## src/design/gzmf_pkg.sv

```systemverilog
// ----------------------------------------------------------------------------
// gzmf_pkg: shared types and constants of the gzip member framing parser
// Request codes, status codes, queue entry, result and register types.
// ----------------------------------------------------------------------------
`default_nettype none

package gzmf_pkg;

    // request classes, set by the front part
    typedef enum logic [1:0] {
        OP_BYTE      = 2'd0,
        OP_INFL_END  = 2'd1,
        OP_END_INPUT = 2'd2,
        OP_NOP       = 2'd3
    } t_op;

    typedef enum logic [2:0] {
        ST_OK        = 3'd0,
        ST_MAGIC     = 3'd1,
        ST_METHOD    = 3'd2,
        ST_FLAGS     = 3'd3,
        ST_OVERSIZE  = 3'd4,
        ST_UNEXP_END = 3'd5,
        ST_CLEAN_END = 3'd6
    } t_status;

    // input command codes
    localparam logic [1:0] CMD_BYTE      = 2'd0;
    localparam logic [1:0] CMD_INFL_END  = 2'd1;
    localparam logic [1:0] CMD_END_INPUT = 2'd2;

    // configuration register indexes
    localparam int unsigned CFG_IDX_W = 1;
    localparam logic [CFG_IDX_W-1:0] CFG_IDX_FLAG_MASK = 1'b0;
    localparam logic [CFG_IDX_W-1:0] CFG_IDX_HDR_MAX   = 1'b1;
    localparam int unsigned CFG_DATA_W = 16;

    localparam logic [7:0]  FLAG_MASK_RST = 8'h33;
    localparam logic [15:0] HDR_MAX_RST   = 16'd32768;

    localparam logic [7:0]  MAGIC_0        = 8'h1F;
    localparam logic [7:0]  MAGIC_1        = 8'h8B;
    localparam logic [7:0]  METHOD_DEFLATE = 8'd8;
    localparam logic [7:0]  NAME_TERM      = 8'h00;
    localparam int unsigned FLAG_EXTRA_BIT = 2;
    localparam int unsigned FLAG_NAME_BIT  = 3;
    localparam logic [15:0] TRAILER_BYTES  = 16'd8;
    localparam logic [3:0]  HDR_LAST_BYTE  = 4'd9;

    localparam int unsigned QUEUE_DEPTH_DEF = 4;

    typedef struct packed {
        t_op        op;
        logic [7:0] data;
    } t_qitem;

    typedef struct packed {
        logic [7:0] payload_byte;
        logic       payload_valid;
        logic       member_start;
        t_status    status;
    } t_result;

    typedef struct packed {
        logic [7:0]  flag_mask;
        logic [15:0] hdr_max;
    } t_cfg;

endpackage

`default_nettype wire

```

## src/design/gzmf_if.sv

```systemverilog
// ----------------------------------------------------------------------------
// gzmf_in_if / gzmf_out_if: request and result channels
// Valid/ready channels carrying the input request and the result fields.
// ----------------------------------------------------------------------------
`default_nettype none

interface gzmf_in_if;
    logic       valid;
    logic       ready;
    logic [1:0] command;
    logic [7:0] data_byte;

    modport source (output valid, output command, output data_byte, input ready);
    modport sink   (input valid, input command, input data_byte, output ready);
endinterface

interface gzmf_out_if;
    logic       valid;
    logic       ready;
    logic [7:0] payload_byte;
    logic       payload_valid;
    logic       member_start;
    logic [2:0] status;

    modport source (output valid, output payload_byte, output payload_valid,
                    output member_start, output status, input ready);
    modport sink   (input valid, input payload_byte, input payload_valid,
                    input member_start, input status, output ready);
endinterface

`default_nettype wire

```

## src/design/gzmf_front.sv

```systemverilog
// ----------------------------------------------------------------------------
// gzmf_front: request intake
// Accepts requests, classifies the command and registers the entry for the queue.
// ----------------------------------------------------------------------------
`default_nettype none

module gzmf_front (
    input  wire             i_clk,
    input  wire             i_rst_n,
    gzmf_in_if.sink         i_in,
    output logic            o_push_valid,
    output gzmf_pkg::t_qitem o_push_item,
    input  wire             i_push_ready
);
    import gzmf_pkg::*;

    logic   r_valid;
    t_qitem r_item;
    t_qitem n_item;

    assign i_in.ready   = !r_valid || i_push_ready;
    assign o_push_valid = r_valid;
    assign o_push_item  = r_item;

    always_comb begin
        n_item.data = 8'h00;
        case (i_in.command)
            CMD_BYTE: begin
                n_item.op   = OP_BYTE;
                n_item.data = i_in.data_byte;
            end
            CMD_INFL_END:  n_item.op = OP_INFL_END;
            CMD_END_INPUT: n_item.op = OP_END_INPUT;
            default:       n_item.op = OP_NOP;
        endcase
    end

    always_ff @(posedge i_clk) begin
        if (!i_rst_n) begin
            r_valid <= 1'b0;
        end else if (i_in.ready) begin
            r_valid <= i_in.valid;
        end
        if (i_in.valid && i_in.ready) begin
            r_item <= n_item;
        end
    end

endmodule

`default_nettype wire

```

## src/design/gzmf_queue.sv

```systemverilog
// ----------------------------------------------------------------------------
// gzmf_queue: request queue
// Short first-in first-out queue between the front and back parts.
// ----------------------------------------------------------------------------
`default_nettype none

module gzmf_queue #(
    parameter int unsigned DEPTH = gzmf_pkg::QUEUE_DEPTH_DEF
) (
    input  wire                   i_clk,
    input  wire                   i_rst_n,
    input  wire                   i_push_valid,
    input  wire gzmf_pkg::t_qitem i_push_item,
    output logic                  o_push_ready,
    output logic                  o_pop_valid,
    output gzmf_pkg::t_qitem      o_pop_item,
    input  wire                   i_pop_ready
);
    import gzmf_pkg::*;

    localparam int unsigned PTR_W = (DEPTH > 1) ? $clog2(DEPTH) : 1;
    localparam int unsigned CNT_W = $clog2(DEPTH + 1);

    t_qitem             r_mem [DEPTH];
    logic [PTR_W-1:0]   r_wr_ptr;
    logic [PTR_W-1:0]   r_rd_ptr;
    logic [CNT_W-1:0]   r_count;
    logic               push;
    logic               pop;

    assign o_push_ready = (r_count != CNT_W'(DEPTH));
    assign o_pop_valid  = (r_count != '0);
    assign o_pop_item   = r_mem[r_rd_ptr];
    assign push         = i_push_valid && o_push_ready;
    assign pop          = o_pop_valid && i_pop_ready;

    always_ff @(posedge i_clk) begin
        if (!i_rst_n) begin
            r_wr_ptr <= '0;
            r_rd_ptr <= '0;
            r_count  <= '0;
        end else begin
            if (push) begin
                r_wr_ptr <= (r_wr_ptr == PTR_W'(DEPTH - 1)) ? '0 : r_wr_ptr + 1'b1;
            end
            if (pop) begin
                r_rd_ptr <= (r_rd_ptr == PTR_W'(DEPTH - 1)) ? '0 : r_rd_ptr + 1'b1;
            end
            if (push && !pop) begin
                r_count <= r_count + 1'b1;
            end else if (pop && !push) begin
                r_count <= r_count - 1'b1;
            end
        end
        if (push) begin
            r_mem[r_wr_ptr] <= i_push_item;
        end
    end

endmodule

`default_nettype wire

```

## src/design/gzmf_back.sv

```systemverilog
// ----------------------------------------------------------------------------
// gzmf_back: member framing sequencer
// Walks header, extra field, name, payload and trailer; registers each result.
// ----------------------------------------------------------------------------
`default_nettype none

module gzmf_back (
    input  wire                   i_clk,
    input  wire                   i_rst_n,
    input  wire gzmf_pkg::t_cfg   i_cfg,
    input  wire                   i_pop_valid,
    input  wire gzmf_pkg::t_qitem i_pop_item,
    output logic                  o_pop_ready,
    gzmf_out_if.source            o_out
);
    import gzmf_pkg::*;

    typedef enum logic [2:0] {
        PH_HEADER  = 3'd0,
        PH_XLEN    = 3'd1,
        PH_EXTRA   = 3'd2,
        PH_NAME    = 3'd3,
        PH_PAYLOAD = 3'd4,
        PH_TRAILER = 3'd5
    } t_phase;

    t_phase      r_phase,   n_phase;
    logic [3:0]  r_hbc,     n_hbc;
    logic [7:0]  r_flags,   n_flags;
    logic [1:0]  r_chk,     n_chk;
    logic [7:0]  r_len_lo,  n_len_lo;
    logic [15:0] r_skip,    n_skip;
    logic [16:0] r_hsize,   n_hsize;
    logic        r_seen,    n_seen;
    t_status     r_sticky,  n_sticky;
    logic        r_out_valid;
    t_result     r_out,     n_out;

    logic        pop;
    logic [16:0] hsize_inc;
    logic [15:0] xlen;
    logic [17:0] xlen_sum;
    logic [15:0] skip_dec;
    logic [7:0]  b;

    assign o_pop_ready = !r_out_valid || o_out.ready;
    assign pop         = i_pop_valid && o_pop_ready;
    assign b           = i_pop_item.data;
    assign hsize_inc   = r_hsize + 17'd1;
    assign xlen        = {b, r_len_lo};
    assign xlen_sum    = {1'b0, hsize_inc} + {2'b00, xlen};
    assign skip_dec    = (r_skip != '0) ? r_skip - 16'd1 : 16'd0;

    assign o_out.valid         = r_out_valid;
    assign o_out.payload_byte  = r_out.payload_byte;
    assign o_out.payload_valid = r_out.payload_valid;
    assign o_out.member_start  = r_out.member_start;
    assign o_out.status        = r_out.status;

    always_comb begin
        n_phase  = r_phase;
        n_hbc    = r_hbc;
        n_flags  = r_flags;
        n_chk    = r_chk;
        n_len_lo = r_len_lo;
        n_skip   = r_skip;
        n_hsize  = r_hsize;
        n_seen   = r_seen;
        n_sticky = r_sticky;
        n_out    = '{payload_byte: 8'h00, payload_valid: 1'b0,
                     member_start: 1'b0, status: ST_OK};

        if (r_sticky != ST_OK) begin
            n_out.status = r_sticky;
        end else begin
            case (i_pop_item.op)
                OP_INFL_END: begin
                    if (r_phase == PH_PAYLOAD) begin
                        n_phase = PH_TRAILER;
                        n_skip  = TRAILER_BYTES;
                    end
                end
                OP_END_INPUT: begin
                    if (r_phase == PH_HEADER && r_hbc == '0 && r_seen) begin
                        n_out.status = ST_CLEAN_END;
                    end else begin
                        n_out.status = ST_UNEXP_END;
                        n_sticky     = ST_UNEXP_END;
                    end
                end
                OP_BYTE: begin
                    case (r_phase)
                        PH_HEADER: begin
                            n_hsize = hsize_inc;
                            if (r_chk == '0) begin
                                if ((r_hbc == 4'd0 && b != MAGIC_0) ||
                                    (r_hbc == 4'd1 && b != MAGIC_1)) begin
                                    n_chk = 2'(ST_MAGIC);
                                end else if (r_hbc == 4'd2 && b != METHOD_DEFLATE) begin
                                    n_chk = 2'(ST_METHOD);
                                end else if (r_hbc == 4'd3 &&
                                             (b & i_cfg.flag_mask) != 8'h00) begin
                                    n_chk = 2'(ST_FLAGS);
                                end
                            end
                            if (r_hbc == 4'd3) begin
                                n_flags = b;
                            end
                            if (r_hbc >= HDR_LAST_BYTE) begin
                                n_hbc = '0;
                                // checks run on the last fixed byte, so use the update
                                if (n_chk != '0) begin
                                    n_out.status = t_status'({1'b0, n_chk});
                                    n_sticky     = t_status'({1'b0, n_chk});
                                end else if (n_flags[FLAG_EXTRA_BIT]) begin
                                    n_phase = PH_XLEN;
                                end else if (n_flags[FLAG_NAME_BIT]) begin
                                    n_phase = PH_NAME;
                                end else begin
                                    n_phase            = PH_PAYLOAD;
                                    n_seen             = 1'b1;
                                    n_out.member_start = 1'b1;
                                end
                            end else begin
                                n_hbc = r_hbc + 4'd1;
                            end
                        end
                        PH_XLEN: begin
                            n_hsize = hsize_inc;
                            if (r_hbc == '0) begin
                                n_len_lo = b;
                                n_hbc    = 4'd1;
                            end else begin
                                n_hbc = '0;
                                if (xlen_sum >= {2'b00, i_cfg.hdr_max}) begin
                                    n_out.status = ST_OVERSIZE;
                                    n_sticky     = ST_OVERSIZE;
                                end else if (xlen == '0) begin
                                    if (r_flags[FLAG_NAME_BIT]) begin
                                        n_phase = PH_NAME;
                                    end else begin
                                        n_phase            = PH_PAYLOAD;
                                        n_seen             = 1'b1;
                                        n_out.member_start = 1'b1;
                                    end
                                end else begin
                                    n_skip  = xlen;
                                    n_phase = PH_EXTRA;
                                end
                            end
                        end
                        PH_EXTRA: begin
                            n_hsize = hsize_inc;
                            n_skip  = skip_dec;
                            if (skip_dec == '0) begin
                                if (r_flags[FLAG_NAME_BIT]) begin
                                    n_phase = PH_NAME;
                                end else begin
                                    n_phase            = PH_PAYLOAD;
                                    n_seen             = 1'b1;
                                    n_out.member_start = 1'b1;
                                end
                            end
                        end
                        PH_NAME: begin
                            n_hsize = hsize_inc;
                            if (hsize_inc >= {1'b0, i_cfg.hdr_max}) begin
                                n_out.status = ST_OVERSIZE;
                                n_sticky     = ST_OVERSIZE;
                            end else if (b == NAME_TERM) begin
                                n_phase            = PH_PAYLOAD;
                                n_seen             = 1'b1;
                                n_out.member_start = 1'b1;
                            end
                        end
                        PH_PAYLOAD: begin
                            n_out.payload_byte  = b;
                            n_out.payload_valid = 1'b1;
                        end
                        PH_TRAILER: begin
                            n_skip = skip_dec;
                            if (skip_dec == '0) begin
                                // trailer bytes count toward the next header
                                n_phase = PH_HEADER;
                                n_hbc   = '0;
                                n_chk   = '0;
                                n_hsize = {1'b0, TRAILER_BYTES};
                            end
                        end
                        default: begin
                        end
                    endcase
                end
                default: begin
                end
            endcase
        end
    end

    always_ff @(posedge i_clk) begin
        if (!i_rst_n) begin
            r_phase     <= PH_HEADER;
            r_hbc       <= '0;
            r_flags     <= '0;
            r_chk       <= '0;
            r_len_lo    <= '0;
            r_skip      <= '0;
            r_hsize     <= '0;
            r_seen      <= 1'b0;
            r_sticky    <= ST_OK;
            r_out_valid <= 1'b0;
        end else begin
            if (o_pop_ready) begin
                r_out_valid <= i_pop_valid;
            end
            if (pop) begin
                r_phase  <= n_phase;
                r_hbc    <= n_hbc;
                r_flags  <= n_flags;
                r_chk    <= n_chk;
                r_len_lo <= n_len_lo;
                r_skip   <= n_skip;
                r_hsize  <= n_hsize;
                r_seen   <= n_seen;
                r_sticky <= n_sticky;
            end
        end
        if (pop) begin
            r_out <= n_out;
        end
    end

`ifndef SYNTHESIS
    a_sticky_holds: assert property (@(posedge i_clk) disable iff (!i_rst_n)
        (r_sticky != ST_OK) |=> (r_sticky == $past(r_sticky)))
        else $error("sticky error changed");

    a_payload_clean: assert property (@(posedge i_clk) disable iff (!i_rst_n)
        (r_out_valid && r_out.payload_valid) |->
            (r_out.status == ST_OK && !r_out.member_start))
        else $error("payload result carries status or member start");

    a_start_enters_payload: assert property (@(posedge i_clk) disable iff (!i_rst_n)
        (pop && n_out.member_start) |=> (r_phase == PH_PAYLOAD && r_seen))
        else $error("member start without entering payload");

    a_error_sets_sticky: assert property (@(posedge i_clk) disable iff (!i_rst_n)
        (pop && n_out.status != ST_OK && n_out.status != ST_CLEAN_END) |=>
            (r_sticky == r_out.status))
        else $error("error result not latched");
`endif

endmodule

`default_nettype wire

```

## src/design/gzip_member_framing_parser_top.sv

```systemverilog
// ----------------------------------------------------------------------------
// gzip_member_framing_parser_top: gzip member framing parser
// Front intake, request queue and framing sequencer plus configuration registers.
// ----------------------------------------------------------------------------
// Throughput: one request per clock while the output is not stalled; each request gives one result.
// Path: an accepted request passes through the front register, the queue and
//   the result register before its result is presented.
// The queue lets intake continue while a finished result waits to be taken.
// Reset: synchronous, active low; clears all parse state, empties the queue
//   and loads the configuration registers with their reset values.
`default_nettype none

module gzip_member_framing_parser_top #(
    parameter int unsigned QUEUE_DEPTH = gzmf_pkg::QUEUE_DEPTH_DEF
) (
    input  wire                               i_clk,
    input  wire                               i_rst_n,
    gzmf_in_if.sink                           i_in,
    gzmf_out_if.source                        o_out,
    input  wire                               i_cfg_we,
    input  wire [gzmf_pkg::CFG_IDX_W-1:0]     i_cfg_idx,
    input  wire [gzmf_pkg::CFG_DATA_W-1:0]    i_cfg_data
);
    import gzmf_pkg::*;

    t_cfg   r_cfg;
    logic   push_valid;
    t_qitem push_item;
    logic   push_ready;
    logic   pop_valid;
    t_qitem pop_item;
    logic   pop_ready;

    always_ff @(posedge i_clk) begin
        if (!i_rst_n) begin
            r_cfg.flag_mask <= FLAG_MASK_RST;
            r_cfg.hdr_max   <= HDR_MAX_RST;
        end else if (i_cfg_we) begin
            case (i_cfg_idx)
                CFG_IDX_FLAG_MASK: r_cfg.flag_mask <= i_cfg_data[7:0];
                CFG_IDX_HDR_MAX:   r_cfg.hdr_max   <= i_cfg_data[15:0];
                default: begin
                end
            endcase
        end
    end

    gzmf_front u_front (
        .i_clk        (i_clk),
        .i_rst_n      (i_rst_n),
        .i_in         (i_in),
        .o_push_valid (push_valid),
        .o_push_item  (push_item),
        .i_push_ready (push_ready)
    );

    gzmf_queue #(
        .DEPTH (QUEUE_DEPTH)
    ) u_queue (
        .i_clk        (i_clk),
        .i_rst_n      (i_rst_n),
        .i_push_valid (push_valid),
        .i_push_item  (push_item),
        .o_push_ready (push_ready),
        .o_pop_valid  (pop_valid),
        .o_pop_item   (pop_item),
        .i_pop_ready  (pop_ready)
    );

    gzmf_back u_back (
        .i_clk       (i_clk),
        .i_rst_n     (i_rst_n),
        .i_cfg       (r_cfg),
        .i_pop_valid (pop_valid),
        .i_pop_item  (pop_item),
        .o_pop_ready (pop_ready),
        .o_out       (o_out)
    );

endmodule

`default_nettype wire
```

## src/flat_wrapper.sv

```systemverilog
// flat-port wrapper written by rule: the top's interface ports become plain ports
module gzip_member_framing_parser_top_flat import gzmf_pkg::*;
#(
    parameter int unsigned QUEUE_DEPTH = gzmf_pkg::QUEUE_DEPTH_DEF
)
  (i_clk, i_rst_n, i_cfg_we, i_cfg_idx, i_cfg_data, i_in_valid, i_in_command, i_in_data_byte, i_in_ready, o_out_valid, o_out_payload_byte, o_out_payload_valid, o_out_member_start, o_out_status, o_out_ready);
  gzmf_in_if i_in_i ();
  gzmf_out_if o_out_i ();
  input  wire i_clk;
  input  wire i_rst_n;
  input  wire i_cfg_we;
  input  wire [gzmf_pkg::CFG_IDX_W-1:0] i_cfg_idx;
  input  wire [gzmf_pkg::CFG_DATA_W-1:0] i_cfg_data;
  input wire logic [$bits(i_in_i.valid)-1:0] i_in_valid;
  input wire logic [$bits(i_in_i.command)-1:0] i_in_command;
  input wire logic [$bits(i_in_i.data_byte)-1:0] i_in_data_byte;
  output wire logic [$bits(i_in_i.ready)-1:0] i_in_ready;
  output wire logic [$bits(o_out_i.valid)-1:0] o_out_valid;
  output wire logic [$bits(o_out_i.payload_byte)-1:0] o_out_payload_byte;
  output wire logic [$bits(o_out_i.payload_valid)-1:0] o_out_payload_valid;
  output wire logic [$bits(o_out_i.member_start)-1:0] o_out_member_start;
  output wire logic [$bits(o_out_i.status)-1:0] o_out_status;
  input wire logic [$bits(o_out_i.ready)-1:0] o_out_ready;
  assign i_in_i.valid = i_in_valid;
  assign i_in_i.command = i_in_command;
  assign i_in_i.data_byte = i_in_data_byte;
  assign i_in_ready = i_in_i.ready;
  assign o_out_valid = o_out_i.valid;
  assign o_out_payload_byte = o_out_i.payload_byte;
  assign o_out_payload_valid = o_out_i.payload_valid;
  assign o_out_member_start = o_out_i.member_start;
  assign o_out_status = o_out_i.status;
  assign o_out_i.ready = o_out_ready;
  gzip_member_framing_parser_top #(.QUEUE_DEPTH(QUEUE_DEPTH)) u_core (.i_clk(i_clk), .i_rst_n(i_rst_n), .i_in(i_in_i), .o_out(o_out_i), .i_cfg_we(i_cfg_we), .i_cfg_idx(i_cfg_idx), .i_cfg_data(i_cfg_data));
endmodule
```

## config.mk

```make
export PLATFORM = sky130hd
export DESIGN_NAME = gzip_member_framing_parser_top_flat
export DESIGN_NICKNAME = d
export VERILOG_FILES = /design/src/design/gzmf_pkg.sv /design/src/design/gzmf_if.sv /design/src/design/gzmf_front.sv /design/src/design/gzmf_queue.sv /design/src/design/gzmf_back.sv /design/src/design/gzip_member_framing_parser_top.sv /design/src/flat_wrapper.sv
export SDC_FILE = /design/constraint.sdc
export NUM_CORES = 1
export LEC_CHECK = 0
export BUFFER_PORTS_ARGS = -buffer_cell sky130_fd_sc_hd__buf_2
export CORE_ASPECT_RATIO = 1.1
export CORE_MARGIN = 1
export CORE_UTILIZATION = 56
export CTS_CLUSTER_SIZE = 25
export DETAILED_ROUTE_END_ITERATION = 12
export PLACE_DENSITY = 0.74
export SETUP_SLACK_MARGIN = 0.2
export SLEW_MARGIN = 25
export SYNTH_ARGS = -nofsm -noshare
export SYNTH_HDL_FRONTEND = slang
export SYNTH_SLANG_ARGS = --single-unit
export TNS_END_PERCENT = 30
```

## constraint.sdc

```tcl
create_clock -name i_clk -period 5.05 [get_ports i_clk]
set_clock_uncertainty 0.1 [all_clocks]
set_input_delay 0.7575 -clock i_clk [delete_from_list [all_inputs] [get_ports i_clk]]
set_output_delay 0.7575 -clock i_clk [all_outputs]
set_load 0.005 [all_outputs]
```

-- Word-level counts from Yosys, hierarchy flattened
Memories as Yosys holds them, arrays and structs flattened. A register that Yosys moved wholly into a read port is not among the register bits.
Index checks and enable logic that the tools add are counted.
- bits in registers: 112
- RAM bits: 40
- bits of input ports: 32
- output and inout bits: 15
- memories kept: 1
- memory list (name ; words ; width ; rd ports ; clocked after memory_dff ; write ports ; line ; source):
    u_core.u_queue.r_mem ; 4 ; 10 ; 1 ; 1 ; 1 ; gzmf_queue.sv:24 ; t_qitem r_mem [DEPTH];
- add/subtract/negate cells: 8
- magnitude comparators: 3
- equal/unequal tests: 46
- multiplexer cells: 90
- bitwise logic cells: 5
- reduce and logical (&&, ||, !) cells: 53
- operators with widths (cell ; count):
    $mux 16 ; 5
    $mux 3 ; 24
    $pmux 16 s2 ; 2
    $ne 3x3->1 const B ; 13
    $pmux 17 s2 ; 1
    $logic_not 16->1 ; 2
    $mux 4 ; 8
    $mux 2 ; 14
    $mux 1 ; 24
    $ne 2x2->1 const B ; 12
    $reduce_and 5->1 ; 4
    $add 17x16->18 ; 1
    $ge 18x16->1 ; 1
    $pmux 3 s2 ; 3
    $pmux 3 s3 ; 2
    $add 17x1->17 const B ; 1
    $ge 17x16->1 ; 1
    $mux 17 ; 1
    $reduce_bool 16->1 ; 1
    $sub 16x1->16 const B ; 1
    $pmux 3 s5 ; 1
    $reduce_and 14->1 ; 1
    $reduce_and 13->1 ; 1
    $pmux 4 s3 ; 1
    other kinds (42) ; 80

-- Longest topological paths before layout
Gate-level depths: netlist (run 1).
- depth in word-level cells: 16
- gate-level depth with buffers: 24
- mapped depth without buffers: 22

-- By module
Synthesis (run 1) repeated with hierarchy kept, for this count alone.
- cells, all modules: 995
- area, all modules: 9370.2 um^2
- by module, submodules not included (module ; instances ; cells each ; area an instance (um^2) ; seq. area each (um^2)):
    gzmf_back ; 1 ; 762 ; 6103.4 ; 1531.5
    gzmf_queue ; 1 ; 103 ; 1920.6 ; 1381.3
    gzip_member_framing_parser_top ; 1 ; 104 ; 930.9 ; 480.5
    gzmf_front ; 1 ; 26 ; 415.4 ; 320.3

-- Least setup slack after synthesis (run 1)
No wires, ideal clock.
- kind: register -> register
- start: reg u_core.u_back.r_hsize[0]
- end: reg u_core.u_back.r_skip[4]
- setup time: 0.070 ns
- data arrival time: 4.901 ns
- path slack: -0.022 ns
- stages on the path, launching flop included: 22
- period minus slack after synthesis: 5.072 ns
- cells stage by stage: dfxtp_1 -> ha_1 -> nand3_1 -> or3_1 -> clkbuf_1 -> xnor2_1 -> ha_1 -> or3_1 -> nor3_1 -> o21bai_1 -> a21o_1 -> a21oi_1 -> xnor2_1 -> ha_1 -> a21o_1 -> a221oi_1 -> nand4_1 -> o41a_1 -> a31o_2 -> clkbuf_1 -> or3_1 -> a21oi_1
- word-level cells in the longest chain between the ends: 5
- RTL lines (item ; line ; source):
    from (decl) ; gzmf_back.sv:33 ; logic [16:0] r_hsize, n_hsize;
    from (signal assigned) ; gzmf_back.sv:223 ; r_hsize <= n_hsize;
    $add 17x1->17 ; gzmf_back.sv:49 ; assign hsize_inc = r_hsize + 17'd1;
    $add 17x16->18 ; gzmf_back.sv:51 ; assign xlen_sum = {1'b0, hsize_inc} + {2'b00, xlen};
    $ge 18x16->1 ; gzmf_back.sv:135 ; if (xlen_sum >= {2'b00, i_cfg.hdr_max}) begin
    $ne 3x3->1 (no source line) ; - ;
    $reduce_and 8->1 (no source line) ; - ;
    to (signal assigned) ; gzmf_back.sv:222 ; r_skip <= n_skip;
    to (decl) ; gzmf_back.sv:32 ; logic [15:0] r_skip, n_skip;
No other way between the ends.
A chain may end at the register's enable or synchronous reset.

-- Worst setup path in the final report (run 1)
- start: reg u_core.u_back.r_hsize[1]
- end: reg u_core.u_back.r_skip[12]
Same word-level chain as after synthesis.

==> results of run 1 <==
==> layout make-up <==
type                    instances  area, um2  area share
multi-input cells             768       5520       0.499
flip-flops and latches        154       3720       0.336
repair buffers                121        835      0.0754
clock buffers                  17        425      0.0385
well taps                     200        250      0.0226
clock inverters                15        180      0.0163
inverters                      36        135      0.0122
==> critical path, cell delays in order, from the launching register on <==
cell	delay [ps]
dfxtp_2	360
ha_4	180
nand3_4	90
or3_4	370
xnor2_2	140
buf_4	160
ha_4	160
or3_1	310
nor3_2	150
o21bai_1	130
a21o_1	180
a21oi_2	130
xnor2_1	90
ha_1	320
a21o_1	220
a221oi_4	330
buf_4	170
buf_6	90
a41oi_2	90
o41a_1	190
a31o_4	260
or4_1	500
a21boi_1	160
==> worst max path at each step <==
stage               slack (ps)                startpoint                  endpoint
floorplan                  230  u_core.u_back.r_hsize[2]   u_core.u_back.r_skip[4]
global placement            30  u_core.u_back.r_hsize[1]   u_core.u_back.r_skip[0]
detailed placement        -120  u_core.u_back.r_hsize[1]  u_core.u_back.r_skip[12]
CTS                         80  u_core.u_back.r_hsize[0]  u_core.u_back.r_skip[12]
global route              -130  u_core.u_back.r_hsize[6]  u_core.u_back.r_skip[12]
finish                      70  u_core.u_back.r_hsize[1]  u_core.u_back.r_skip[12]
==> registers in the layout (all words and copies together), names as in the netlist, named ones only <==
register                           count
u_core.u_back.o_out.payload_byte       8
u_core.u_queue.r_mem                  40
u_core.u_back.r_chk                    2
u_core.u_back.r_seen                   1
u_core.u_back.r_len_lo                 8
u_core.u_back.r_skip                  16
u_core.u_back.o_out.payload_valid      1
u_core.u_back.o_out.valid              1
u_core.u_back.r_hbc                    4
u_core.u_queue.r_wr_ptr                2
u_core.u_back.r_phase                  3
u_core.u_queue.r_rd_ptr                2
u_core.u_back.r_sticky                 3
u_core.u_back.o_out.member_start       1
u_core.u_back.r_hsize                 17
u_core.u_back.o_out.status             3
u_core.u_front.o_push_item            10
u_core.u_queue.r_count                 3
u_core.r_cfg                          24
u_core.u_back.r_flags                  2
u_core.u_front.o_push_valid            1
==> routing by layer <==
metal,GRT usage,up-vias,share of wire
met5,0,-,0
li1,-,3883,-
met2,0.505,302,0.49
met3,0.0606,67,0.063
met1,0.345,3840,0.42
met4,0.117,0,0.032
==> power breakdown <==
| group | internal, mW | total, mW | switching, mW |
|---|---|---|---|
| Sequential | 1.47 | 1.60 | 0.128 |
| Combinational | 0.806 | 1.94 | 1.13 |
| Clock | 0.748 | 1.32 | 0.571 |
| Total | 3.03 | 4.85 | 1.83 |
==> repair_timing <==
item,CTS,global route
endpoints found under the setup margin,23,23
setup buffers,5,9
hold buffers,0,0
cloned,1,0
pin swaps,19,29
gates resized for setup,19,41
==> cell usage after synthesis, types with 18 or more instances <==
| cell type | n |
|---|---|
| xor2_1 | 18 |
| ha_1 | 67 |
| nand2_1 | 121 |
| xnor2_1 | 23 |
| a21oi_1 | 77 |
| o21ai_0 | 29 |
| nor3_1 | 24 |
| or3_1 | 26 |
| clkbuf_1 | 41 |
| and2_1 | 26 |
| nand3_1 | 27 |
| edfxtp_1 | 63 |
| dfxtp_1 | 91 |
| inv_1 | 35 |
| nor2_1 | 78 |
==> per-stage QoR <==
| step | util | setup TNS, ps |
|---|---|---|
| final | 0.695 | 0 |
| after global routing | 0.695 | -1170 |
| after CTS | 0.678 | 0 |
| after detailed placement | 0.630 | -1070 |
| after global placement | 0.630 | 0 |
| after floorplan | - | 0 |
==> cells by family (layout without fill, tap and decap cells) <==
group | count (synthesis) | count (layout) | share of synthesized area
xor+xnor | 41 | 41 | 0.0389
mux | 26 | 26 | 0.0428
simple gates | 387 | 387 | 0.208
compound gates | 245 | 245 | 0.178
buf+inv | 83 | 189 | 0.0352
fa+ha+maj | 69 | 69 | 0.0951
flops | 154 | 154 | 0.402
==> summary.md, run 1 <==
| Metric | Value |
|---|---|
| Pleak | between 4 and 5 nW |
| Commonest non-fill, non-tap cell in the layout | nand2_1 |
| Post-synth cell types | around 80 |
| GP Congestion | about 0.93 |
| DIE HEIGHT | 137 um |
| Setup WS pre-CTS | -117 ps |
| Nets | between 1000 and 1500 |
| Area contributors post-synth | edfxtp_1 (20%), dfxtp_1 (20%), ha_1 (9.1%) |
| Hold WC Path Type | reg -> reg |
| GRT Util Overall | 0.288 |
| Arrival time worst endpoint | around 5300 ps |
| Routed WL per cell | 18.4 um |
| Total number of vias | 8092 |
| FF-to-FF path depth | 22 |
| Tot Pwr | ~4.9 mW |
| # setup viols final | 0 |
| Worst Path Max Fanout | 5 |
| Clock Latency Late Sink | roughly 440 ps |
| Post-synth top area share | 0.205 |
| Worst-margin pin slew | just under 1000 ps |
| Worst vdd ir | around 0.34 mV |
| Hold Crit Depth | 2 |
| Number of DRC markers in iteration 0 | 649 |
| Post-Syn Area | between 9000 and 10000 um2 |
| RR Startpoint | u_core.u_back.r_hsize[1] |
| YS warnings | 0 |
| Setup CP Type | reg -> reg |
| H-tree depth | 4 |
| Pin count of the biggest net entering global routing | 38 |
| Number of CTS-inserted buffers | 17 |
| Most frequent cells in the layout | nand2_1 (119), dfxtp_1 (86), nor2_1 (73), a21oi_1 (72), buf_4 (72) |
| Vias/cell | approximately 6.2 |
| Avg Cell Area, Syn | about 9.2 um2 |
| CTS sink count | around 150 |
| Fmax | 201 MHz |
| Post-route cell area | around 11000 um2 |
| Detailed Routing Iterations Pass 1 | 5 |
| Antenna diodes | 0 |
| Min-Delay Endpoint | u_core.r_cfg[13] |
| Synth Register Bits | around 150 |
| DIE AREA | about 17000 um2 |
| Clk slew on worst S/H paths | 70 ps |
| Total gr overflow | 0 |
| Initial Util | 0.580 |
| Share of layout cells above drive strength 1 | 0.206 |
| Final ANT Viol Nets | 0 |
| IO Pins | 47 |
| CTS tree | built |
| Final Cycle Share | 0.986 |
| Setup crit end kind | flop |
| Area grow syn2layout | 19.8% |
| Post-synth EDFFs | 63 |
| Primary FF master, synth | dfxtp_1 |
| Post-synth top area cell | edfxtp_1 |
| Horiz. Die Dim | roughly 120 um |
| Bufs on Longest Clock Path | 2 |
| Area after DPL | 10000 um2 |
| Reg-to-Reg End | u_core.u_back.r_skip[12] |
| Hpwl dp | ~17 mm |
| Post-synthesis instance total | 1005 |
| Placed insts | 1264 |
| Status | completed |
| Seq/Total Area, Yosys | 0.402 |
| Data required, critical path | between 5000 and 6000 ps |
| Final worst-path setup slack | 68.6 ps |
| Post-synthesis async set-or-reset flop share | 0 |
| Fin crit period | ~5000 ps |
| Max Cap Viol | 0 |
| Drc violations | 0 |
| Port bufs | 46 |
| Core box area | approximately 16000 um2 |
| CTS root buffer | clkbuf_16 |
| Initial antenna violation count | 0 |
| Slew headroom | 0.347 |
| Final slew viol count | 0 |
| Pwr/cell area | roughly 440 nW/um2 |
| Worst hold margin | between 300 and 400 ps |
| Fillers | about 1200 |
| RSZ-0062 raised after global routing | true |
| Post-Syn Nets | ~1100 |
| Hold_sp | u_core.r_cfg[13] |
| Worst reg-to-reg setup slack | 70 ps |
| DRT Wirelength | ~24 mm |
| First-pass GRT wire length | roughly 38 mm |
| Final hold vios | 0 |
| Vias in the first global route | 7628 |
| Row count | 48 |
| Startpoint types | flop |
| Non-filler instance count after layout | between 1000 and 1500 |
No activity file was read; power rests on OpenSTA's default activity.
==> run 2: changes to the inputs <==
--- a/config.mk
+++ b/config.mk
@@ -8,10 +8,10 @@
 export BUFFER_PORTS_ARGS = -buffer_cell sky130_fd_sc_hd__buf_2
 export CORE_ASPECT_RATIO = 1.1
 export CORE_MARGIN = 1
-export CORE_UTILIZATION = 56
+export CORE_UTILIZATION = 67
 export CTS_CLUSTER_SIZE = 25
 export DETAILED_ROUTE_END_ITERATION = 12
-export PLACE_DENSITY = 0.74
+export PLACE_DENSITY = 0.83
 export SETUP_SLACK_MARGIN = 0.2
 export SLEW_MARGIN = 25
 export SYNTH_ARGS = -nofsm -noshare
==> constraint.sdc (replaced) <==
create_clock -name i_clk -period 6.45 [get_ports i_clk]
set_clock_uncertainty 0.1 [all_clocks]
set_input_delay 0.9675 -clock i_clk [delete_from_list [all_inputs] [get_ports i_clk]]
set_output_delay 0.9675 -clock i_clk [all_outputs]
set_load 0.005 [all_outputs]
==> summary.md, run 2 (same netlist as run 1, synthesis figures left out) <==
| Metric | Value |
|---|---|
| Status | completed (unchanged) |
| GRT Util Overall | 0.338 (was 0.288) |
| Post-route cell area | 10200 um2 (was 11100 um2) |
| DIE HEIGHT | 125 um (was 137 um) |
| Setup CP Type | reg -> reg (unchanged) |
| CTS tree | built (unchanged) |
| Worst vdd ir | 0.291 mV (was 0.336 mV) |
| Reg with most FFs | u_core.u_queue.r_mem (unchanged) |
| First-pass GRT wire length | 37.1 mm (was 38.3 mm) |
| Top Registers | u_core.u_queue.r_mem x40, u_core.r_cfg x24, u_core.u_back.r_hsize x17 (unchanged) |
| Worst Path Max Fanout | 31 (was 5) |
| Pleak | 4.00 nW (was 4.40 nW) |
| Setup TNS | 0 ps (unchanged) |
| Number of CTS-inserted buffers | 17 (unchanged) |
| Number of flip-flops in the largest register | 40 (unchanged) |
| Max Cap Viol | 0 (unchanged) |
| Area after DPL | 9580 um2 (was 10000 um2) |
| Total number of vias | 7852 (was 8092) |
| Final ANT Viol Nets | 0 (unchanged) |
| Most frequent cells in the layout | nand2_1 (121), dfxtp_1 (91), nor2_1 (78), a21oi_1 (77), ha_1 (66) (was nand2_1 (119), dfxtp_1 (86), nor2_1 (73), a21oi_1 (72), buf_4 (72)) |
| Drc violations | 0 (unchanged) |
| Port bufs | 46 (unchanged) |
| Non-filler instance count after layout | 1230 (was 1311) |
| Fillers | 945 (was 1211) |
| DRT Wirelength | 23.0 mm (was 24.1 mm) |
| Row count | 44 (was 48) |
| Commonest non-fill, non-tap cell in the layout | nand2_1 (unchanged) |
| Number of DRC markers in iteration 0 | 767 (was 649) |
| Placed insts | 1198 (was 1264) |
| Hold WC Path Type | reg -> reg (unchanged) |
| Horiz. Die Dim | 114 um (was 124 um) |
| Arrival time worst endpoint | 6120 ps (was 5250 ps) |
| GP Congestion | 1.00 (was 0.925) |
| CTS root buffer | clkbuf_16 (unchanged) |
| # setup viols final | 0 (unchanged) |
| FF+latch area | 3710 um2 (was 3720 um2) |
| Vias/cell | 6.38 (was 6.17) |
| FF-to-FF path depth | 20 (was 22) |
| Area grow syn2layout | 10.6% (was 19.8%) |
| Gates resized, CTS repair | 0 (was 19) |
| Final Cycle Share | 0.907 (was 0.986) |
| Fmax | 171 MHz (was 201 MHz) |
| Detailed Routing Iterations Pass 1 | 6 (was 5) |
| Initial Util | 0.693 (was 0.580) |
| Antenna diodes | 0 (unchanged) |
| Clock Latency Late Sink | 440 ps (about the same) |
| RSZ-0062 raised after global routing | false (was true) |
| Share of layout cells above drive strength 1 | 0.115 (was 0.206) |
| Final slew viol count | 0 (unchanged) |
| Startpoint types | flop (unchanged) |
| Pwr/cell area | 351 nW/um2 (was 439 nW/um2) |
| Nets | 1134 (was 1199) |
| Routed WL per cell | 18.7 um (was 18.4 um) |
| Clk slew on worst S/H paths | 70 ps (about the same) |
| Hold Crit Depth | 2 (unchanged) |
| Hpwl dp | 16.3 mm (was 17.2 mm) |
| Setup Buffers After CTS | 0 (was 5) |
| Initial antenna violation count | 0 (unchanged) |
| Cts hold-fix bufs | 0 (unchanged) |
| Multi-input gate area | 5250 um2 (was 5520 um2) |
| H-tree depth | 4 (unchanged) |
| Core box area | 13300 um2 (was 15900 um2) |
| Total gr overflow | 0 (unchanged) |
| Bufs on Longest Clock Path | 2 (unchanged) |
| IO Pins | 47 (unchanged) |
| Pin count of the biggest net entering global routing | 43 (was 38) |
| Final core utilization | 0.766 (was 0.695) |
| Final hold vios | 0 (unchanged) |
| DIE AREA | 14300 um2 (was 17000 um2) |
| Vias in the first global route | 7446 (was 7628) |
| Slew headroom | 0.402 (was 0.347) |
| CTS sink count | 154 (unchanged) |
| Setup crit end kind | flop (unchanged) |
| Worst-margin pin slew | 894 ps (was 975 ps) |
| Fin crit period | 5850 ps (was 4980 ps) |
| Data required, critical path | 6720 ps (was 5310 ps) |
run 2: cell types whose count changed in the layout (fill, tap and decap cells not counted), moves of 3 or more:
cell     change
o21ai_2      -3
dfxtp_2      -5
a21oi_2      -5
ha_1         +8
nor2_2       -4
ha_4         -6
dfxtp_1      +5
buf_4       -62
nand3_2      -3
o21ai_0      +6
a21oi_1      +5
nor2_1       +5
o21ai_1      -3
nand3_1      +4
run 2: worst paths after layout:
kind / start / to / slack, ps
max: u_core.u_back.r_hsize[0] / u_core.u_back.r_skip[10] / 600
min: u_core.r_cfg[1] / u_core.r_cfg[1] / 360
max reg2reg: u_core.u_back.r_hsize[0] / u_core.u_back.r_skip[10] / 600
min reg2reg: u_core.r_cfg[1] / u_core.r_cfg[1] / 360
run 2: layer usage:
| metal | global-route usage | up-vias | wire, um |
|---|---|---|---|
| li1 | - | 3763 | - |
| met1 | 0.421 | 3689 | 9490 |
| met2 | 0.558 | 326 | 11000 |
| met3 | 0.0572 | 74 | 1530 |
| met4 | 0.183 | 0 | 945 |
| met5 | 0 | - | 0 |
run 2: cell type report:
cell class | count | share of cell area
multi-input combinational | 768 | 0.514
sequential | 154 | 0.364
clock buffer | 18 | 0.0420
timing repair buffer | 56 | 0.0299
tap | 184 | 0.0225
clock inverter | 14 | 0.0148
inverter | 36 | 0.0132
run 2: critical path: stages, from the launching register on:
cell      delay (ps)
dfxtp_1          470
ha_2             290
nand3_1          130
or2_2            350
xnor2_2          180
ha_1             380
nand2_1           60
o21ai_0          230
nor2_1           110
o21ai_0          330
xor2_1           190
ha_1             260
a211oi_1         250
o21bai_1         120
a21o_1           200
a221oi_2         410
nand4_1          150
o41a_1           420
a31o_2           420
or4_1            570
a21boi_1         140
run 2: per-stage QoR:
stage	setup slack (ps)	power, mW	hold slack, ps
detailed placement	481	2.54	347
finish	603	3.58	358
global route	236	3.77	381
global placement	651	2.53	343
CTS	438	3.55	356
floorplan	1380	2.17	336
run 2: report_power, final:
group / leakage (nW) / total [mW] / switching [mW] / internal, mW
logic: 2.38 / 1.31 / 0.817 / 0.496
registers: 1.34 / 1.26 / 0.110 / 1.15
clock network: 0.285 / 1.01 / 0.456 / 0.549
total: 4.00 / 3.58 / 1.38 / 2.20
==> run 3: changes to the inputs <==
--- a/config.mk
+++ b/config.mk
@@ -11,6 +11,7 @@
 export CORE_UTILIZATION = 67
 export CTS_CLUSTER_SIZE = 25
 export DETAILED_ROUTE_END_ITERATION = 12
+export GPL_TIMING_DRIVEN = 0
 export PLACE_DENSITY = 0.83
 export SETUP_SLACK_MARGIN = 0.2
 export SLEW_MARGIN = 25
==> summary.md, run 3 (same netlist as run 1, synthesis figures left out) <==
| Metric | Value |
|---|---|
| Sw frac | 0.390 (was 0.386) |
| Tot Pwr | 3.61 mW (was 3.58 mW) |
| Bufs on Longest Clock Path | 2 (unchanged) |
| Commonest non-fill, non-tap cell in the layout | nand2_1 (unchanged) |
| Initial antenna violation count | 1 (was 0) |
| GR peak layer | met2 (unchanged) |
| Setup CP Type | reg -> reg (unchanged) |
| Area after DPL | 9700 um2 (was 9580 um2) |
| Clock Latency Late Sink | 440 ps (about the same) |
| Worst setup path endpoint | u_core.u_back.r_skip[5] (was u_core.u_back.r_skip[10]) |
| Port bufs | 46 (unchanged) |
| CTS sink count | 154 (unchanged) |
| Startpoint types | flop (unchanged) |
| FF-to-FF path depth | 21 (was 20) |
| DIE AREA | 14300 um2 (unchanged) |
| Placed insts | 1235 (was 1198) |
| Pleak | 4.02 nW (was 4.00 nW) |
| Met1 Use GR | 0.436 (was 0.421) |
| Drc violations | 0 (unchanged) |
| Reg with most FFs | u_core.u_queue.r_mem (unchanged) |
| Max Cap Viol | 0 (unchanged) |
| DIE HEIGHT | 125 um (unchanged) |
| Non-filler instance count after layout | 1268 (was 1230) |
| Row count | 44 (unchanged) |
| Setup WS pre-CTS | 369 ps (was 481 ps) |
| Hpwl dp | 16.9 mm (was 16.3 mm) |
| Most frequent cells in the layout | nand2_1 (121), dfxtp_1 (91), nor2_1 (77), a21oi_1 (77), ha_1 (67) (was nand2_1 (121), dfxtp_1 (91), nor2_1 (78), a21oi_1 (77), ha_1 (66)) |
| Psw | 1.41 mW (was 1.38 mW) |
| Data required, critical path | 6710 ps (was 6720 ps) |
| CP dominant cell by count | ha_1 |
| Top Registers | u_core.u_queue.r_mem x40, u_core.r_cfg x24, u_core.u_back.r_hsize x17 (unchanged) |
| Setup TNS | 0 ps (unchanged) |
| Final Cycle Share | 0.915 (was 0.907) |
| RR Startpoint | u_core.u_back.r_hsize[0] (unchanged) |
| Worst reg-to-reg setup slack | 550 ps (was 600 ps) |
| H-tree depth | 4 (unchanged) |
| Core box area | 13300 um2 (unchanged) |
| Nets | 1171 (was 1134) |
| Number of CTS-inserted buffers | 17 (unchanged) |
| Fmax | 170 MHz (was 171 MHz) |
| Horiz. Die Dim | 114 um (unchanged) |
| CP cell instances | ha_1, nand3_1, or2_2, xnor2_2, ha_1, nand2_1, o21ai_0, nor2_1, o21ai_0, xor2_1, ha_1, a211oi_1, o21bai_1, a21o_1, a221oi_2, nand4_1, o41a_1, a31o_2, clkbuf_1, or3_1, a21oi_1 (was ha_2, nand3_1, or2_2, xnor2_2, ha_1, nand2_1, o21ai_0, nor2_1, o21ai_0, xor2_1, ha_1, a211oi_1, o21bai_1, a21o_1, a221oi_2, nand4_1, o41a_1, a31o_2, or4_1, a21boi_1) |
| Crit path max-delay cell type | dfxtp_1 (was or4_1) |
| Vias in the first global route | 7654 (was 7446) |
| Total gr overflow | 0 (unchanged) |
| GRT Util Overall | 0.352 (was 0.338) |
| Worst vdd ir | 0.279 mV (was 0.291 mV) |
| Fin crit period | 5900 ps (was 5850 ps) |
| Worst setup startpoint | u_core.u_back.r_hsize[0] (unchanged) |
| Worst Path Max Fanout | 10 (was 31) |
| CTS tree | built (unchanged) |
| DRT Wirelength | 23.7 mm (was 23.0 mm) |
| Routing usage on met2 | 0.590 (was 0.558) |
| Final slew viol count | 0 (unchanged) |
| GR Util met3 | 0.0810 (was 0.0572) |
| Cts hold-fix bufs | 0 (unchanged) |
| Worst hold margin | 356 ps (was 358 ps) |
| Combinational share of power | 0.382 (was 0.367) |
| Pwr/cell area | 349 nW/um2 (was 351 nW/um2) |
| Share of layout cells above drive strength 1 | 0.108 (was 0.115) |
| Post-route cell area | 10300 um2 (was 10200 um2) |
| # setup viols final | 0 (unchanged) |
| Routed WL per cell | 18.7 um (about the same) |
| IO Pins | 47 (unchanged) |
| Setup crit end kind | flop (unchanged) |
| Sequential Power Share | 0.342 (was 0.352) |
| GP Congestion | 0.962 (was 1.00) |
| Final hold vios | 0 (unchanged) |
| Number of DRC markers in iteration 0 | 846 (was 767) |
| CTS root buffer | clkbuf_16 (unchanged) |
| First-pass GRT wire length | 38.6 mm (was 37.1 mm) |
| Pin count of the biggest net entering global routing | 17 (was 43) |
| Final worst-path setup slack | 551 ps (was 603 ps) |
| RSZ-0062 raised after global routing | false (unchanged) |
| Vias/cell | 6.27 (was 6.38) |
| Number of flip-flops in the largest register | 40 (unchanged) |
| Final ANT Viol Nets | 0 (unchanged) |
| Reg-to-Reg End | u_core.u_back.r_skip[5] (was u_core.u_back.r_skip[10]) |
| Detailed Routing Iterations Pass 1 | 5 (was 6) |
| Arrival time worst endpoint | 6160 ps (was 6120 ps) |
| Clk slew on worst S/H paths | 70 ps (about the same) |
| Total number of vias | 7956 (was 7852) |
| Final core utilization | 0.776 (was 0.766) |
| Largest stage delay on the critical path | 470 ps (was 570 ps) |
| Hold WC Path Type | reg -> reg (unchanged) |
| Int Power | 2.20 mW (about the same) |
| Slew headroom | 0.337 (was 0.402) |
| Status | completed (unchanged) |
| Initial Util | 0.693 (unchanged) |
| Worst-margin pin slew | 991 ps (was 894 ps) |
| Clock power share | 0.276 (was 0.281) |
| Area grow syn2layout | 11.9% (was 10.6%) |
==> run 3: changes by cell type in the layout (fill, tap and decap cells not counted), sizes merged <==
cell / delta
buf: -3
clkbuf: +39
clkinv: +2
diode: +1
inv: -1
==> run 3: critical path, delay by kind of cell, from the launching register on <==
kind / cells / cell delay [ps]
compound gates: 9 / 2450
xor+xnor: 2 / 370
fa+ha+maj: 3 / 970
buf+inv: 1 / 220
flops: 1 / 470
simple gates: 6 / 1250
==> run 3: worst min path at each step <==
stage                          start               end  cells past startpoint
floorplan           u_core.r_cfg[22]  u_core.r_cfg[22]                      2
global placement     u_core.r_cfg[5]   u_core.r_cfg[5]                      2
detailed placement   u_core.r_cfg[2]   u_core.r_cfg[2]                      2
CTS                  u_core.r_cfg[2]   u_core.r_cfg[2]                      2
global route         u_core.r_cfg[1]   u_core.r_cfg[1]                      2
finish              u_core.r_cfg[13]  u_core.r_cfg[13]                      2
==> run 3: final cells by class <==
type	instances	area, um2
fill	953	2990
sequential	154	3710
inverter	36	135
tap	184	230
clock inverter	15	155
multi-input combinational	768	5250
antenna	1	2.50
timing repair buffer	46	230
clock buffer	17	425
buffer	47	193
==> run 3: power groups by stage <==
| stage | Sequential (mW) | Clock, mW | Combinational (mW) |
|---|---|---|---|
| finish | 1.23 | 0.997 | 1.38 |
| CTS | 1.23 | 0.995 | 1.34 |
| global placement | 1.24 | 0 | 1.30 |
| global route | 1.25 | 1.04 | 1.50 |
| floorplan | 1.24 | 0 | 0.936 |
| detailed placement | 1.25 | 0 | 1.33 |
==> run 3: routing by layer <==
layer  vias up  wire length, um
li1       3825                -
met1      3768             9730
met2       296            11400
met3        67             1730
met4         0              878
met5         -                0
==> run 3: what timing repair did <==
action                                  CTS  global route
setup buffers                             0             0
endpoints found under the setup margin    0            17
resized for setup                         0            12
